==> config.mk <==
export PLATFORM = sky130hd
export DESIGN_NAME = encoder_knob_motor_drive
export DESIGN_NICKNAME = d
export VERILOG_FILES = /design/src/ekmd_pkg.sv /design/src/ekmd_front.sv /design/src/ekmd_core.sv /design/src/encoder_knob_motor_drive.sv
export SDC_FILE = /design/constraint.sdc
export NUM_CORES = 1
export LEC_CHECK = 0
export BUFFER_PORTS_ARGS = -buffer_cell sky130_fd_sc_hd__buf_2
export CAP_MARGIN = 20
export CORE_UTILIZATION = 29
export CTS_BUF_LIST = sky130_fd_sc_hd__clkbuf_8
export CTS_CLUSTER_DIAMETER = 60
export CTS_CLUSTER_SIZE = 20
export DETAILED_ROUTE_END_ITERATION = 16
export PLACE_DENSITY = 0.47
export RECOVER_POWER = 25
export SYNTH_ARGS = -nofsm -noshare
export SYNTH_HDL_FRONTEND = slang
export SYNTH_SLANG_ARGS = --single-unit
==> constraint.sdc <==
create_clock -name clk -period 15.9 [get_ports clk]
set_clock_uncertainty 0.15 [all_clocks]
set_input_delay 2.385 -clock clk [delete_from_list [all_inputs] [get_ports clk]]
set_output_delay 2.385 -clock clk [all_outputs]
set_load 0.02 [all_outputs]
==> src/ekmd_pkg.sv <==
// ----------------------------------------------------------------------------
// ekmd_pkg
// Widths, constants and the stage record of the knob motor drive.
// ----------------------------------------------------------------------------
`timescale 1ns / 1ps

package ekmd_pkg;

    // Encoder counts per unit of target movement (power of two, 1..16)
    localparam int COUNTS_PER_STEP = 4;

    // Field widths
    localparam int PCT_W   = 7;
    localparam int CNT_W   = 16;
    localparam int DUTY_W  = 8;
    localparam int TGT_W   = 9;
    localparam int PROD_W  = PCT_W + DUTY_W;
    localparam int ACC_W   = CNT_W + 1;
    localparam int SUM_W   = ACC_W + 1;
    localparam int REM_W   = $clog2(COUNTS_PER_STEP) + 1;

    // Percent scaling: floor(x / 100) == (x * 5243) >> 19 for x < 25600
    localparam int PCT_FULL  = 100;
    localparam int RCP_W     = 13;
    localparam int PCT_RECIP = 5243;
    localparam int PCT_SHIFT = 19;
    localparam int SCL_W     = PROD_W + RCP_W;

    // Register reset values
    localparam logic [DUTY_W-1:0] MAX_DUTY_RST  = 8'd99;
    localparam logic [DUTY_W-1:0] MIN_START_RST = 8'd10;

    // Register byte addresses
    localparam int ADDR_W = 3;
    localparam logic [ADDR_W-1:0] ADDR_MAX_DUTY  = 3'd0;
    localparam logic [ADDR_W-1:0] ADDR_MIN_START = 3'd4;

    // Stream widths
    localparam int IN_DATA_W  = 24;
    localparam int OUT_DATA_W = 24;

    // Work handed from the input stage to the update stage
    typedef struct packed {
        logic                     ui_ok;
        logic [PROD_W-1:0]        product;
        logic                     move;
        logic signed [CNT_W-1:0]  delta;
    } stage_t;

endpackage

==> src/ekmd_front.sv <==
// ----------------------------------------------------------------------------
// ekmd_front
// Input register: percent product, count difference and count history.
// ----------------------------------------------------------------------------
`timescale 1ns / 1ps

module ekmd_front
(
    input  logic                             clk,
    input  logic                             rst_n,
    input  logic                             in_valid,
    output logic                             in_ready,
    input  logic                             ui_valid,
    input  logic [ekmd_pkg::PCT_W-1:0]       ui_percent,
    input  logic [ekmd_pkg::CNT_W-1:0]       encoder_count,
    input  logic [ekmd_pkg::DUTY_W-1:0]      max_duty,
    input  logic                             core_ready,
    output logic                             stage_valid,
    output ekmd_pkg::stage_t                 stage
);

    logic                              valid_reg;
    ekmd_pkg::stage_t                  stage_reg;
    ekmd_pkg::stage_t                  stage_next;
    logic [ekmd_pkg::CNT_W-1:0]        prev_count_reg;
    logic                              primed_reg;
    logic                              accept;

    assign in_ready    = !valid_reg || core_ready;
    assign accept      = in_valid && in_ready;
    assign stage_valid = valid_reg;
    assign stage       = stage_reg;

    // Prepare the item: percent times limit, wrapped count difference
    always_comb
    begin
        stage_next.ui_ok   = ui_valid &&
                             (ui_percent <= ekmd_pkg::PCT_W'(ekmd_pkg::PCT_FULL));
        stage_next.product = ekmd_pkg::PROD_W'(ui_percent) * ekmd_pkg::PROD_W'(max_duty);
        stage_next.delta   = $signed(encoder_count - prev_count_reg);
        stage_next.move    = primed_reg && (encoder_count != prev_count_reg);
    end

    // Control and count history
    always_ff @(posedge clk or negedge rst_n)
    begin
        if (!rst_n)
        begin
            valid_reg      <= 1'b0;
            primed_reg     <= 1'b0;
            prev_count_reg <= '0;
        end
        else
        begin
            if (accept)
            begin
                valid_reg      <= 1'b1;
                primed_reg     <= 1'b1;
                prev_count_reg <= encoder_count;
            end
            else if (core_ready)
            begin
                valid_reg <= 1'b0;
            end
        end
    end

    // Payload
    always_ff @(posedge clk)
    begin
        if (accept)
        begin
            stage_reg <= stage_next;
        end
    end

endmodule

==> src/ekmd_core.sv <==
// ----------------------------------------------------------------------------
// ekmd_core
// Target update, step remainder, saturation and the result register.
// ----------------------------------------------------------------------------
`timescale 1ns / 1ps

module ekmd_core
(
    input  logic                             clk,
    input  logic                             rst_n,
    input  logic                             stage_valid,
    input  ekmd_pkg::stage_t                 stage,
    output logic                             core_ready,
    input  logic [ekmd_pkg::DUTY_W-1:0]      max_duty,
    input  logic [ekmd_pkg::DUTY_W-1:0]      min_start_duty,
    output logic                             res_valid,
    input  logic                             res_ready,
    output logic                             drive_forward,
    output logic                             drive_reverse,
    output logic [ekmd_pkg::DUTY_W-1:0]      duty,
    output logic signed [ekmd_pkg::TGT_W-1:0] speed_target
);

    logic signed [ekmd_pkg::TGT_W-1:0]  target_reg;
    logic signed [ekmd_pkg::TGT_W-1:0]  target_next;
    logic signed [ekmd_pkg::REM_W-1:0]  rem_reg;
    logic signed [ekmd_pkg::REM_W-1:0]  rem_next;
    logic                               res_valid_reg;
    logic                               fwd_reg;
    logic                               fwd_next;
    logic                               rev_reg;
    logic                               rev_next;
    logic [ekmd_pkg::DUTY_W-1:0]        duty_reg;
    logic [ekmd_pkg::DUTY_W-1:0]        duty_next;
    logic [ekmd_pkg::SCL_W-1:0]         scaled;
    logic signed [ekmd_pkg::TGT_W-1:0]  target_ui;
    logic signed [ekmd_pkg::ACC_W-1:0]  acc;
    logic signed [ekmd_pkg::ACC_W-1:0]  quot;
    logic signed [ekmd_pkg::SUM_W-1:0]  sum;
    logic signed [ekmd_pkg::SUM_W-1:0]  lim;
    logic [ekmd_pkg::DUTY_W-1:0]        mag;
    logic                               load;

    assign core_ready = !res_valid_reg || res_ready;
    assign load       = stage_valid && core_ready;

    // UI percent to target: product / 100 by reciprocal
    always_comb
    begin
        scaled    = ekmd_pkg::SCL_W'(stage.product) *
                    ekmd_pkg::SCL_W'(ekmd_pkg::PCT_RECIP);
        target_ui = stage.ui_ok ? $signed(ekmd_pkg::TGT_W'(scaled >> ekmd_pkg::PCT_SHIFT))
                                : target_reg;
    end

    // Encoder step: truncating divide of the running count, then saturate
    always_comb
    begin
        acc  = ekmd_pkg::ACC_W'(rem_reg) + ekmd_pkg::ACC_W'(stage.delta);
        quot = ekmd_pkg::ACC_W'(acc / ekmd_pkg::COUNTS_PER_STEP);
        sum  = ekmd_pkg::SUM_W'(target_ui) + ekmd_pkg::SUM_W'(quot);
        lim  = $signed({{(ekmd_pkg::SUM_W-ekmd_pkg::DUTY_W){1'b0}}, max_duty});
        rem_next    = rem_reg;
        target_next = target_ui;
        if (stage.move)
        begin
            rem_next = ekmd_pkg::REM_W'(acc % ekmd_pkg::COUNTS_PER_STEP);
            if (sum > lim)
                target_next = ekmd_pkg::TGT_W'(lim);
            else if (sum < -lim)
                target_next = ekmd_pkg::TGT_W'(-lim);
            else
                target_next = ekmd_pkg::TGT_W'(sum);
        end
    end

    // Bridge direction and duty with start threshold
    always_comb
    begin
        fwd_next  = (target_next > 0);
        rev_next  = (target_next < 0);
        mag       = rev_next ? ekmd_pkg::DUTY_W'(-target_next)
                             : ekmd_pkg::DUTY_W'(target_next);
        duty_next = (mag < min_start_duty) ? '0 : mag;
    end

    // State and result control
    always_ff @(posedge clk or negedge rst_n)
    begin
        if (!rst_n)
        begin
            res_valid_reg <= 1'b0;
            target_reg    <= '0;
            rem_reg       <= '0;
        end
        else
        begin
            if (core_ready)
            begin
                res_valid_reg <= stage_valid;
            end
            if (load)
            begin
                target_reg <= target_next;
                rem_reg    <= rem_next;
            end
        end
    end

    // Result payload
    always_ff @(posedge clk)
    begin
        if (load)
        begin
            fwd_reg  <= fwd_next;
            rev_reg  <= rev_next;
            duty_reg <= duty_next;
        end
    end

    assign res_valid     = res_valid_reg;
    assign drive_forward = fwd_reg;
    assign drive_reverse = rev_reg;
    assign duty          = duty_reg;
    assign speed_target  = target_reg;

endmodule

==> src/encoder_knob_motor_drive.sv <==
// ----------------------------------------------------------------------------
// encoder_knob_motor_drive
// Encoder speed knob driving an H-bridge: target, direction and duty.
// ----------------------------------------------------------------------------
// Usage:
//   s_axis: one item per tick; tuser is the UI-valid flag, tdata carries the
//   percent and the raw 16-bit encoder count. m_axis: one result item per
//   input item with direction bits, duty and the signed target.
//   APB: max_duty at 0x0, min_start_duty at 0x4; write only while idle.
// Path: input accept to result valid passes the input register, then
//   the update logic feeding the result register.
// Throughput: one item per cycle unless stalled; the update is a single pass of
//   one reciprocal multiply, an add and a clamp between the two registers.
// Reset: target, step remainder and count history clear; the first item
//   after reset captures the encoder count without a step. Registers return to 99/10.
// Stall: when m_tready is low the result register holds, the input
//   register fills behind it, and s_tready drops once both are full.
// ----------------------------------------------------------------------------
`timescale 1ns / 1ps

module encoder_knob_motor_drive
(
    input  logic                                clk,
    input  logic                                rst_n,
    // slave stream
    input  logic                                s_axis_tvalid,
    output logic                                s_axis_tready,
    // [6:0] ui_percent, [22:7] encoder_count, [23] zero
    input  logic [ekmd_pkg::IN_DATA_W-1:0]      s_axis_tdata,
    // [0] ui_valid
    input  logic                                s_axis_tuser,
    // master stream
    output logic                                m_axis_tvalid,
    input  logic                                m_axis_tready,
    // [0] drive_forward, [1] drive_reverse, [9:2] duty,
    // [18:10] speed_target, [23:19] zero
    output logic [ekmd_pkg::OUT_DATA_W-1:0]     m_axis_tdata,
    // configuration
    input  logic                                psel,
    input  logic                                penable,
    input  logic                                pwrite,
    input  logic [ekmd_pkg::ADDR_W-1:0]         paddr,
    input  logic [31:0]                         pwdata,
    output logic [31:0]                         prdata,
    output logic                                pready
);

    logic [ekmd_pkg::DUTY_W-1:0]         max_duty_reg;
    logic [ekmd_pkg::DUTY_W-1:0]         min_start_reg;
    logic                                cfg_write;
    logic                                stage_valid;
    ekmd_pkg::stage_t                    stage;
    logic                                core_ready;
    logic                                drive_forward;
    logic                                drive_reverse;
    logic [ekmd_pkg::DUTY_W-1:0]         duty;
    logic signed [ekmd_pkg::TGT_W-1:0]   speed_target;

    // Configuration registers
    assign pready    = 1'b1;
    assign cfg_write = psel && penable && pwrite && pready;

    always_ff @(posedge clk or negedge rst_n)
    begin
        if (!rst_n)
        begin
            max_duty_reg  <= ekmd_pkg::MAX_DUTY_RST;
            min_start_reg <= ekmd_pkg::MIN_START_RST;
        end
        else if (cfg_write)
        begin
            if (paddr == ekmd_pkg::ADDR_MAX_DUTY)
                max_duty_reg <= pwdata[ekmd_pkg::DUTY_W-1:0];
            else if (paddr == ekmd_pkg::ADDR_MIN_START)
                min_start_reg <= pwdata[ekmd_pkg::DUTY_W-1:0];
        end
    end

    // Read back
    always_comb
    begin
        case (paddr)
            ekmd_pkg::ADDR_MAX_DUTY:  prdata = {24'd0, max_duty_reg};
            ekmd_pkg::ADDR_MIN_START: prdata = {24'd0, min_start_reg};
            default:                  prdata = '0;
        endcase
    end

    // Input stage
    ekmd_front u_front
    (
        .clk           (clk),
        .rst_n         (rst_n),
        .in_valid      (s_axis_tvalid),
        .in_ready      (s_axis_tready),
        .ui_valid      (s_axis_tuser),
        .ui_percent    (s_axis_tdata[ekmd_pkg::PCT_W-1:0]),
        .encoder_count (s_axis_tdata[ekmd_pkg::PCT_W +: ekmd_pkg::CNT_W]),
        .max_duty      (max_duty_reg),
        .core_ready    (core_ready),
        .stage_valid   (stage_valid),
        .stage         (stage)
    );

    // Update stage and result register
    ekmd_core u_core
    (
        .clk            (clk),
        .rst_n          (rst_n),
        .stage_valid    (stage_valid),
        .stage          (stage),
        .core_ready     (core_ready),
        .max_duty       (max_duty_reg),
        .min_start_duty (min_start_reg),
        .res_valid      (m_axis_tvalid),
        .res_ready      (m_axis_tready),
        .drive_forward  (drive_forward),
        .drive_reverse  (drive_reverse),
        .duty           (duty),
        .speed_target   (speed_target)
    );

    assign m_axis_tdata = {5'd0, speed_target, duty, drive_reverse, drive_forward};

endmodule

* Word level (Yosys, flattened, before mapping)
Cells that the tools add are included.
** Storage, ports and cells
- Flip-flop bits (word level) :: 90
- Bits of input ports :: 67
- Output and inout bits :: 59
- Word-level logic and storage cells :: 57
** Operators by class
- Add/subtract/negate cells :: 6
- Multiply operators :: 2
- $lt $le $gt $ge :: 6
- Equal/unequal tests :: 2
- Multiplexer cells :: 8
- Bitwise operators :: 2
- Reductions and logical operators :: 16
** Operators by type and width (count)
- two-way mux 9 bit :: 4
- multiplier 15 x 13 -> 28 bit, second input constant :: 1
- adder 9 x 17 -> 18 bit :: 1
- greater-than comparator 18 x 9 -> 1 bit :: 1
- less-than comparator 18 bit :: 1
- negator 8 -> 18 bit :: 1
- adder 17 x 1 -> 17 bit :: 1
- adder 3 x 16 -> 17 bit :: 1
- inequality test 16 bit :: 1
- case mux 8 bit (2 select lines) :: 1
- subtractor 16 bit :: 1
- multiplier 7 x 8 -> 15 bit :: 1
- greater-than comparator 9 x 1 -> 1 bit, second input constant :: 1
- less-than comparator 9 x 1 -> 1 bit, second input constant :: 1
- less-than comparator 8 bit :: 1
- two-way mux 8 bit :: 1
- negator 8 bit :: 1
- <= comparator 7 bit, second input constant :: 1
- logical AND 1 bit :: 6
- AND reduction 2 bit :: 2
- equality test 3 bit, second input constant :: 1
- logical NOT 3 bit :: 1
- AND reduction 3 bit :: 1
- logical NOT 1 bit :: 2
- 6 further kinds :: 8

* Longest topological paths before layout
- Depth after elaboration :: 12
- Gate-level depth with buffers :: 50
- Gate-level depth less buffers :: 49

* Hierarchy
From an unflattened synthesis, not the netlist that was laid out.
** Second synthesis, totals
- Cell total of the unflattened synthesis :: 1579
- Area total of the unflattened synthesis :: 14247.4 µm²
** By module, submodules not included
- ekmd_core :: instances 1, cells an instance 1066, area each 8917.3 µm², sequential area each 625.6 µm²
- ekmd_front :: instances 1, cells an instance 422, area each 4285.4 µm², sequential area each 1441.4 µm²
- encoder_knob_motor_drive :: instances 1, cells an instance 91, area each 1044.8 µm², sequential area each 407.9 µm²

* Worst setup path before layout
OpenSTA, ideal clock, no wires.
- Kind :: flip-flop to flip-flop
- Start point :: reg u_front.stage_reg, in the netlist u_front.stage[26]
- End point :: reg u_core.duty_reg, in the netlist u_core.duty[1] (data pin)
- Setup time :: 0.167 ns
- Data arrival time :: 10.744 ns
- Required time :: 15.583 ns
- Slack :: 4.839 ns
- Stages on the path, launching flop included :: 46
- Buffers on the path :: 0
- Clock period less this slack :: 11.061 ns
- Cell sequence :: edfxtp_1 > fa_1 > ha_1 > inv_1 > fa_1 > inv_1 > fa_1 > inv_1 > fa_1 > inv_1 > ha_1 > nand4_1 > o221a_2 > nand3b_1 > nand3_1 > xnor2_1 > nor2_1 > a21oi_1 > [10 not listed] > or3_1 > or3_1 > and2_1 > a21o_1 > o221a_2 > a211oi_1 > o22ai_1 > o41ai_4 > mux2i_1 > nor3_1 > a221oi_1 > a31oi_1 > xor2_1 > ha_1 > nand4_1 > o21ai_0 > o21ai_4 > a211oi_1
** Between the ends
- Word-level cells in the longest chain between the ends :: 10
- Elaborated cells on any way between the ends :: 12
- Classes of those cells :: 2 x add/sub; 1 x mul; 4 x order compare; 5 x mux
** RTL lines
- start, declared :: line ekmd_front.sv:23 : ekmd_pkg::stage_t stage_reg;
- start signal, assigned :: line ekmd_front.sv:73 : stage_reg <= stage_next;
- multiplier 15 x 13 -> 28 bit (*) :: line ekmd_core.sv:50 : scaled = ekmd_pkg::SCL_W'(stage.product) *
- two-way mux 9 bit (*) :: line ekmd_core.sv:52 : target_ui = stage.ui_ok ? $signed(ekmd_pkg::TGT_W'(scaled >> ekmd_pkg::PCT_SHIFT))
- adder 9 x 17 -> 18 bit :: line ekmd_core.sv:61 : sum = ekmd_pkg::SUM_W'(target_ui) + ekmd_pkg::SUM_W'(quot);
- less-than comparator 18 bit :: line ekmd_core.sv:70 : else if (sum < -lim)
- two-way mux 9 bit :: line ekmd_core.sv:70
- two-way mux 9 bit :: line ekmd_core.sv:68 : if (sum > lim)
- two-way mux 9 bit (*) :: line ekmd_core.sv:65 : if (stage.move)
- negator 8 bit or less-than comparator 9 x 1 -> 1 bit (tied branches) :: line ekmd_core.sv:82, ekmd_core.sv:81
- two-way mux 8 bit (*) :: line ekmd_core.sv:82 : mag = rev_next ? ekmd_pkg::DUTY_W'(-target_next)
- via u_core.mag (one bit) :: line ekmd_core.sv:41 : logic [ekmd_pkg::DUTY_W-1:0] mag;
- less-than comparator 8 bit (*) :: line ekmd_core.sv:84 : duty_next = (mag < min_start_duty) ? '0 : mag;
- end signal, assigned :: line ekmd_core.sv:117 : duty_reg <= duty_next;
- end, declared :: line ekmd_core.sv:33 : logic [ekmd_pkg::DUTY_W-1:0] duty_reg;
The timed path passes the listed nets; every way through them passes the cells marked *.
A chain may end at the register's enable or synchronous reset.

* Final worst setup path
- Start point :: reg u_front.stage_reg, in the netlist u_front.stage[21]
- End point :: reg u_core.duty_reg, in the netlist u_core.duty[1] (data pin)
The elaborated chain is that of the path after synthesis.

==> results.toml <==
[outcome]
status = "complete, but fails checks"
violations = "max-capacitance violations, max-slew violations"

[setup_path]
crit_fanout = 11
setup.worst_path.end_class = "flip-flop"
cp.required_ns = 15.85
slowest_stage = "a21oi_1"
crit_start = "u_front.stage[21]"
critPathKind = "reg2reg"
reg2regPathDepth = 47
reg2reg_from = "u_front.stage[21]"
worst_setup_path_start_kind = "flip-flop"
rrSetupSlack_ns = 2.61
slowest_delay_ns = 0.77
reg2reg_to = "u_core.duty[1]"
cp.arrival_ns = 13.24

[synth]
syn_area_mm2 = 0.0142
yosys-top-cells-count = "inv_1 (231), ha_1 (207), nand2_1 (114)"
yosys_warnings = 0
synthTopCellsByArea = "ha_1 (18%), fa_1 (14%), edfxtp_1 (9.1%)"
synth.ff_latch_count = 90
yosys.area.top_type = "ha_1"
async_reset_ff_frac = 0.522
syn_area_per_cell_um2 = 8.89
synth_flop_cell = "edfxtp_1"
synth-edff-count = 43
synth.most_common_cell = "inv_1"
synth_cells = 1602
ys_types = 99
synth_top_area_share = 0.182
seq_area_frac_synth = 0.174

[global_routing]
grt_overflow = 0
grt_max_degree = 60
grt_util_all_layers = 0.153
grt_pass1_wl_mm = 61.1
antenna_found_initial = 0
grt_pass1_vias = 11100

[sta]
final_max_slew_viol_count = 48
finalCritPeriodShare = 0.836
rsz0062_at_grt = "false"
tns_ns = 0
finalCriticalPeriod_ns = 13.29
finalHoldViolCount = 0
setup_viol = 0
slew_headroom = -0.934
max_freq_mhz = 75.2
tightest_slew_ns = 2.90
setup_ws_ns = 2.61

[floorplanning]
fp.dieH_um = 224
core_mm2 = 0.0480
chipWidth_um = 224
io_pins = 126
start_util = 0.296
rows = 80
fp.dieArea_mm2 = 0.0500

[final_layout]
layout-drive-gt1-share = 0.0989
design_area_mm2 = 0.0153
layout.cells.non_filler = 2253
fin_nets = 2008
diodes = 0
largest_register_ffs = 33
syn_to_final_growth_pct = 7.27

[clock_network]
clock_sinks = 90
hold_buffers = 0
cts_setup_buffers = 0
cts_tree = "yes"
clk_latency_ns = 0.40
clockBufferDepth = 2
cts_inserted_buffers = 9
cts_root_buffer = "clkbuf_8"
cts-resized-gates = 0
cts-htree-levels = 3
clkTransAtPathRegs_ns = 0.09

[placed_design]
dpl_worst_slack_ns = 2.82
dpl_cell_area_mm2 = 0.0150
io_buffers = 70
dpl.hpwl_mm = 31.4
placed_cells = 2236
gp_congestion = 0.839

[detailed_routing]
drtAntennaViolNets = 0
first_iter_violations = 657
drt-pass1-iter-count = 5
vias_per_cell = 4.99
drc = 0
vias = 11200
routed_wl_mm = 37.3
wl_per_cell_um = 16.6

[run]
maxCapViolCount = 1

[worst_hold_path]
worstHoldStart = "u_front.primed_reg"
worstHoldPathType = "reg2reg"
hold-path-cell-count = 1
worstHoldEndpoint = "u_front.primed_reg"
==> cells by family (layout without fill, tap and decap cells) <==
logic type,Yosys count,in the layout,synth area share
AND/OR/NAND/NOR,402,402,0.146
flip-flops,90,90,0.174
AO/OA/AOI/OAI,357,357,0.176
buffers and inverters,315,323,0.0929
multiplexers,42,42,0.0315
XOR/XNOR,84,84,0.0537
other,2,30,0.000527
adder cells (fa/ha/maj),310,310,0.325
==> worst max-delay path: cells and delay by family, from the launching register on <==
kind,cells,cell delay [ns]
buffers and inverters,5,0.41
AO/OA/AOI/OAI,21,5.21
adder cells (fa/ha/maj),10,3.98
XOR/XNOR,3,1.22
flip-flops,1,0.58
multiplexers,1,0.26
AND/OR/NAND/NOR,7,1.14
==> layer usage <==
| layer | track usage | vias to the layer above | routed length, um | share of wire |
|---|---|---|---|---|
| met3 | 0.0111 | 19 | 1030 | 0.028 |
| li1 | - | 5587 | - | - |
| met1 | 0.224 | 5431 | 19200 | 0.52 |
| met5 | 0 | - | 0 | 0 |
| met2 | 0.248 | 212 | 16700 | 0.45 |
| met4 | 0.0307 | 0 | 322 | 0.0086 |
==> area by class of cell <==
cell class / instances / area [um^2]
fill: 4982 / 32800
multi-input combinational: 1225 / 10600
sequential: 90 / 2470
inverter: 233 / 875
tap: 615 / 769
timing repair buffer: 74 / 388
clock buffer: 9 / 124
clock inverter: 7 / 98.8
==> metrics by stage <==
step | hold slack, ns | utilization
6_report | 0.325 | 0.318
5_1_grt | 0.340 | 0.318
4_1_cts | 0.333 | 0.318
3_5_place_dp | 0.309 | 0.313
3_3_place_gp | 0.299 | 0.313
2_1_floorplan | 0.285 | -
==> worst max-delay path by stage <==
stage / slack [ns] / end / cells past startpoint
after floorplan: 4.84 / u_core.duty[1] / 45
after global placement: 2.80 / u_core.duty[1] / 48
after detailed placement: 2.82 / u_core.duty[1] / 47
after CTS: 2.72 / u_core.duty[1] / 47
after global routing: 1.80 / u_core.duty[1] / 47
final: 2.61 / u_core.duty[1] / 47
==> placed cells by master (no fill, tap or decap), types with 23 or more instances in the layout <==
cell	instances
a21o_1	32
a21oi_1	84
and2_1	30
buf_2	69
conb_1	30
dfrtp_1	41
edfxtp_1	43
fa_1	101
ha_1	207
inv_1	231
mux2_2	23
nand2_1	114
nand3_1	31
nand4_1	24
nor2_1	82
o21ai_0	62
xnor2_1	54
xor2_1	27
Power is left out: the tool's default activity adds up to more than one toggle a clock period on the data nets, which glitch-free logic cannot reach.
